--- src/design/tc_pkg.sv ---
`timescale 1ns / 1ps

package tc_pkg;

    // Coordinate format and the widths that follow from it
    localparam int COORD_W  = 32;
    localparam int OFF_W    = COORD_W + 1;          // offset from point a
    localparam int PROD_W   = 2 * OFF_W;            // product of two offsets
    localparam int DET_W    = PROD_W + 1;           // determinant, signed
    localparam int D_W      = DET_W;                // d = 2*det, unsigned when positive
    localparam int SQ_W     = 2 * COORD_W;          // squared offset
    localparam int LEN_W    = SQ_W + 1;             // squared length
    localparam int LLO_W    = OFF_W;                // low slice of a squared length
    localparam int LHI_W    = LEN_W - LLO_W;        // high slice of a squared length
    localparam int PPLO_W   = OFF_W + LLO_W + 1;    // partial product, low slice
    localparam int PPHI_W   = OFF_W + LHI_W + 1;    // partial product, high slice
    localparam int NUM_W    = 3 * COORD_W + 3;      // centre numerator, signed
    localparam int MAG_W    = NUM_W - 1;            // numerator magnitude
    localparam int SQM_W    = 2 * (COORD_W - 1);    // square of a fitting quotient
    localparam int RSQ_W    = 2 * COORD_W;          // radius squared, padded to even
    localparam int REM_W    = COORD_W + 2;          // square root remainder

    localparam int QUEUE_DEPTH_DEF = 4;

    localparam logic [COORD_W-1:0] COORD_MAX = {1'b0, {(COORD_W-1){1'b1}}};
    localparam logic [COORD_W-1:0] COORD_MIN = {1'b1, {(COORD_W-1){1'b0}}};
    localparam logic [COORD_W-2:0] RAD_MAX   = {(COORD_W-1){1'b1}};

    // Input item: three points
    typedef struct packed {
        logic signed [COORD_W-1:0] a_x;
        logic signed [COORD_W-1:0] a_y;
        logic signed [COORD_W-1:0] b_x;
        logic signed [COORD_W-1:0] b_y;
        logic signed [COORD_W-1:0] c_x;
        logic signed [COORD_W-1:0] c_y;
    } pts_t;

    // Result item
    typedef struct packed {
        logic                      found;
        logic signed [COORD_W-1:0] center_x;
        logic signed [COORD_W-1:0] center_y;
        logic        [COORD_W-2:0] radius;
        logic                      overflow;
    } circ_t;

    // Point a and the offsets of b and c from it
    typedef struct packed {
        logic signed [COORD_W-1:0] a_x;
        logic signed [COORD_W-1:0] a_y;
        logic signed [OFF_W-1:0]   bx;
        logic signed [OFF_W-1:0]   by;
        logic signed [OFF_W-1:0]   cx;
        logic signed [OFF_W-1:0]   cy;
    } off_t;

    // Classified triangle held in the queue
    typedef struct packed {
        off_t           off;
        logic [D_W-1:0] d;
        logic           found;
    } entry_t;

    // Divider input
    typedef struct packed {
        logic [MAG_W-1:0]          mag_x;
        logic [MAG_W-1:0]          mag_y;
        logic                      neg_x;
        logic                      neg_y;
        logic                      big_x;
        logic                      big_y;
        logic [D_W-1:0]            d;
        logic signed [COORD_W-1:0] a_x;
        logic signed [COORD_W-1:0] a_y;
        logic                      found;
    } div_in_t;

    // Divider output
    typedef struct packed {
        logic [COORD_W-1:0]        q_x;
        logic [COORD_W-1:0]        q_y;
        logic                      neg_x;
        logic                      neg_y;
        logic                      big_x;
        logic                      big_y;
        logic signed [COORD_W-1:0] a_x;
        logic signed [COORD_W-1:0] a_y;
        logic                      found;
    } div_out_t;

    // Centre result travelling alongside the square root
    typedef struct packed {
        logic                      found;
        logic signed [COORD_W-1:0] center_x;
        logic signed [COORD_W-1:0] center_y;
        logic                      ovf;
        logic                      fit;
    } side_t;

endpackage

--- src/design/tc_queue.sv ---
`timescale 1ns / 1ps

module tc_queue import tc_pkg::*;
#(
    parameter int DEPTH = QUEUE_DEPTH_DEF
)
(
    input  logic   clk,
    input  logic   rst_n,
    input  logic   push,
    input  entry_t push_data,
    input  logic   pop,
    output entry_t head,
    output logic   full,
    output logic   empty
);

    localparam int PTR_W = (DEPTH > 1) ? $clog2(DEPTH) : 1;
    localparam int CNT_W = $clog2(DEPTH + 1);

    entry_t           mem_reg [DEPTH];
    logic [PTR_W-1:0] wr_ptr_reg;
    logic [PTR_W-1:0] wr_ptr_next;
    logic [PTR_W-1:0] rd_ptr_reg;
    logic [PTR_W-1:0] rd_ptr_next;
    logic [CNT_W-1:0] count_reg;
    logic [CNT_W-1:0] count_next;

    assign full  = (count_reg == CNT_W'(DEPTH));
    assign empty = (count_reg == '0);
    assign head  = mem_reg[rd_ptr_reg];

    // Pointer wrap and fill count
    always_comb
    begin
        wr_ptr_next = wr_ptr_reg;
        rd_ptr_next = rd_ptr_reg;
        count_next  = count_reg;
        if (push)
            wr_ptr_next = (wr_ptr_reg == PTR_W'(DEPTH - 1)) ? '0 : wr_ptr_reg + 1'b1;
        if (pop)
            rd_ptr_next = (rd_ptr_reg == PTR_W'(DEPTH - 1)) ? '0 : rd_ptr_reg + 1'b1;
        case ({push, pop})
            2'b10:   count_next = count_reg + 1'b1;
            2'b01:   count_next = count_reg - 1'b1;
            default: count_next = count_reg;
        endcase
    end

    always_ff @(posedge clk or negedge rst_n)
    begin
        if (!rst_n)
        begin
            wr_ptr_reg <= '0;
            rd_ptr_reg <= '0;
            count_reg  <= '0;
        end
        else
        begin
            wr_ptr_reg <= wr_ptr_next;
            rd_ptr_reg <= rd_ptr_next;
            count_reg  <= count_next;
        end
    end

    always_ff @(posedge clk)
    begin
        if (push)
            mem_reg[wr_ptr_reg] <= push_data;
    end

endmodule

--- config.mk ---
export PLATFORM = sky130hd
export DESIGN_NAME = tc_queue
export DESIGN_NICKNAME = d
export VERILOG_FILES = /design/src/design/tc_pkg.sv /design/src/design/tc_queue.sv
export SDC_FILE = /design/constraint.sdc
export NUM_CORES = 1
export LEC_CHECK = 0
export BUFFER_PORTS_ARGS = -buffer_cell sky130_fd_sc_hd__buf_2
export CELL_PAD_IN_SITES_DETAIL_PLACEMENT = 2
export CELL_PAD_IN_SITES_GLOBAL_PLACEMENT = 2
export CORE_MARGIN = 10
export CORE_UTILIZATION = 45
export DETAILED_ROUTE_END_ITERATION = 8
export PLACE_DENSITY = 0.9
export SKIP_LAST_GASP = 1
export SYNTH_ARGS = -nofsm -noshare
export SYNTH_HDL_FRONTEND = slang
export SYNTH_SLANG_ARGS = --single-unit
--- constraint.sdc ---
create_clock -name clk -period 8.8 [get_ports clk]
set_input_delay 1.76 -clock clk [delete_from_list [all_inputs] [get_ports clk]]
set_output_delay 1.76 -clock clk [all_outputs]
set_load 0.05 [all_outputs]
==> metrics <==
RSZ-0062 raised after global routing no; Die W 313 um; multiplexer share of the synthesized area 15.5%; met3 usage 7.78%; vias in the first global route 20857; Max clock buf depth 3; CTS H-tree lvls 3; cell taking the most area after synthesis edfxtp_1; Fillers 7132; Num CTS Buffers 112; commonest cells after routing, fill and taps aside edfxtp_1, buf_2, mux4_2, clkbuf_16, clkinv_2; Post-Syn Area 0.0386 mm^2; Sink Count 1063; Clk Tree Root Cell clkbuf_16; leakage 15.6 nW; sequential share of the synthesized area 82.7%; Die Ht 313 um; Clock Pin Slew Worst Setup and Hold Paths 70 ps; # resized after CTS 0; hold path cells 1; Synth Area in Compound Gates 0.0260%; largest family of logic cells by synthesized area multiplexers; Max Cap Violations 0; post-route ant nets 0; Worst EP arrival 3900 ps; post-DP HPWL 73.8 mm; die area 0.0978 mm^2; Ports 534; worst slew pin tran 1260 ps; Fin. Hold Viols 0; I/O Buffers 533; max reg flops 1056; # DRC 0; DR vias 18446; Max Fclk 177 MHz; wire per inst 36.7 um; CTS tree done; Seq cells post-synth 1063; CP Depth 4; met2 Resource Use GR 43.6%; GR Layer Usage met1 26.2%; Crit-path slowest cell dfrtp_4; nets 2299; synth top area cells edfxtp_1, mux4_2, buf_6; Core Region 0.0851 mm^2; Mapped Cells 1417; Initial Utilization 45.3%; PnR worst setup slack 3140 ps; Mean Syn Cell Area 27.2 um^2; required time of the critical path 7040 ps; slew margin rel. 16.2%; Warnings, synthesis 0; slowest stage delay, CP 990 ps; commonest non-fill, non-tap cell in the layout edfxtp_1; final setup TNS 0 ps; clock skew 31.7 ps; CP delay by family, top buffers and inverters; Final period util 64.4%; Worst-Skew Late Latency 700 ps; max-slew violation count 0; final wirelength 120 mm; GRT overflow 0; critical-path cell list buf_12 > buf_4 > mux4_2 > buf_2; via/cell ratio 5.62; gr usage total 24.1%; Layout area overhead 19.9%; post-synthesis xor/xnor area fraction 0.0682%; FF-to-FF path depth 4; WS Path Type flip-flop to output port; final setup violation count 0; top cell type's share of synthesized area 82.3%; largest net degree at the start of global routing 144; Rows 107; hold_buf cts 0; Critical Path Fanout Max 84; first-pass GRT wire length 169 mm; pwr dens 404 mW/mm^2; Peak VDD IR 312 uV; Post-CTS Setup Inserts 0; fin crit period 5660 ps; DR iter-0 viols 1849; CP Buf/Inv Count 3; simple logic cell fraction of the synthesized area 0.140%; share of cells above drive strength 1 47.1%; outcome finished clean; 1st-pass router iterations 5; adder-cell share of the synthesized area 0.247%; Non-Filler Instances 3284; GP Congestion 0.746; CP endpoint kind output port; syn_nets 1692; Worst Setup Start Kind flip-flop; initial antenna violation count 48; Setup Slack @ Placement 3710 ps; Yosys cell types 24; Hold Path Class flip-flop to flip-flop; Inst Count DP 3054; GR peak layer met2
-- metal layers --
| metal | share of wire, % | vias to the layer above | wire length [um] |
|---|---|---|---|
| met5 | 0.28 | - | 332 |
| met4 | 3.7 | 54 | 4460 |
| met3 | 7.8 | 237 | 9400 |
| met2 | 54 | 793 | 65500 |
| met1 | 34 | 9920 | 40700 |
| li1 | - | 7442 | - |
-- stage by stage --
stage	hold WS [ps]	power (mW)	area [um^2]	utilization [%]
3_3_place_gp	475	13.5	42400	49.8
3_5_place_dp	495	13.8	42400	49.8
2_1_floorplan	457	12.2	38600	-
4_1_cts	527	18.9	46200	54.2
5_1_grt	535	19.3	46200	54.3
6_report	523	18.7	46200	54.3
-- synthesized netlist by cell type --
| library cell | count |
|---|---|
| nand2_1 | 1 |
| and2_1 | 4 |
| o21ai_0 | 2 |
| dfrtp_1 | 7 |
| xnor2_1 | 1 |
| mux4_2 | 264 |
| buf_2 | 27 |
| buf_1 | 1 |
| edfxtp_1 | 1056 |
| clkbuf_1 | 2 |
| nor2_1 | 2 |
| xor2_1 | 2 |
| buf_4 | 1 |
| mux2i_1 | 1 |
| buf_12 | 1 |
| fa_1 | 1 |
| nor3_1 | 1 |
| buf_8 | 1 |
| and3_1 | 1 |
| or3_1 | 1 |
| ha_1 | 6 |
| mux2_2 | 2 |
| inv_1 | 6 |
| buf_6 | 26 |
-- power by group --
group | total, mW | switching [mW] | internal [mW]
clock network | 4.94 | 2.10 | 2.84
logic | 6.83 | 4.95 | 1.88
registers | 6.90 | 0.401 | 6.50
-- worst reg2reg max path, stage by stage (launching register included) --
cell and delay [ps]:
dfrtp_1 410, inv_1 130, ha_1 160, and2_4 730, buf_4 990
-- cell families (layout without fill, tap and decap cells) --
group | after synthesis | count (layout)
other cells | 0 | 21
fa+ha+maj | 7 | 7
buf+inv | 65 | 767
xor+xnor | 3 | 3
flops | 1063 | 1063
simple gates | 10 | 10
mux | 267 | 267
compound gates | 2 | 2
-- layout make-up --
type	count	area, um^2	share of cell area (%)
clock buffer	127	2900	6.28
tap	1144	1430	3.10
antenna	21	52.6	0.114
clock inverter	82	865	1.87
sequential	1063	31900	69.0
inverter	6	22.5	0.0487
multi-input combinational	289	6170	13.4
timing repair buffer	552	2900	6.27
-- path summary, 6_finish.rpt --
path | from | to | slack, ps
setup / recovery | rd_ptr_reg[0] | head[141] | 3140
setup reg to reg | wr_ptr_reg[0] | mem_reg[0][77] | 5970
min in group asynchronous | rst_n | count_reg[0] | 920
max in group asynchronous | rst_n | rd_ptr_reg[0] | 7670
hold reg to reg | count_reg[0] | count_reg[0] | 520
hold / removal | count_reg[0] | count_reg[0] | 520
(Power assumes the default switching activity.)
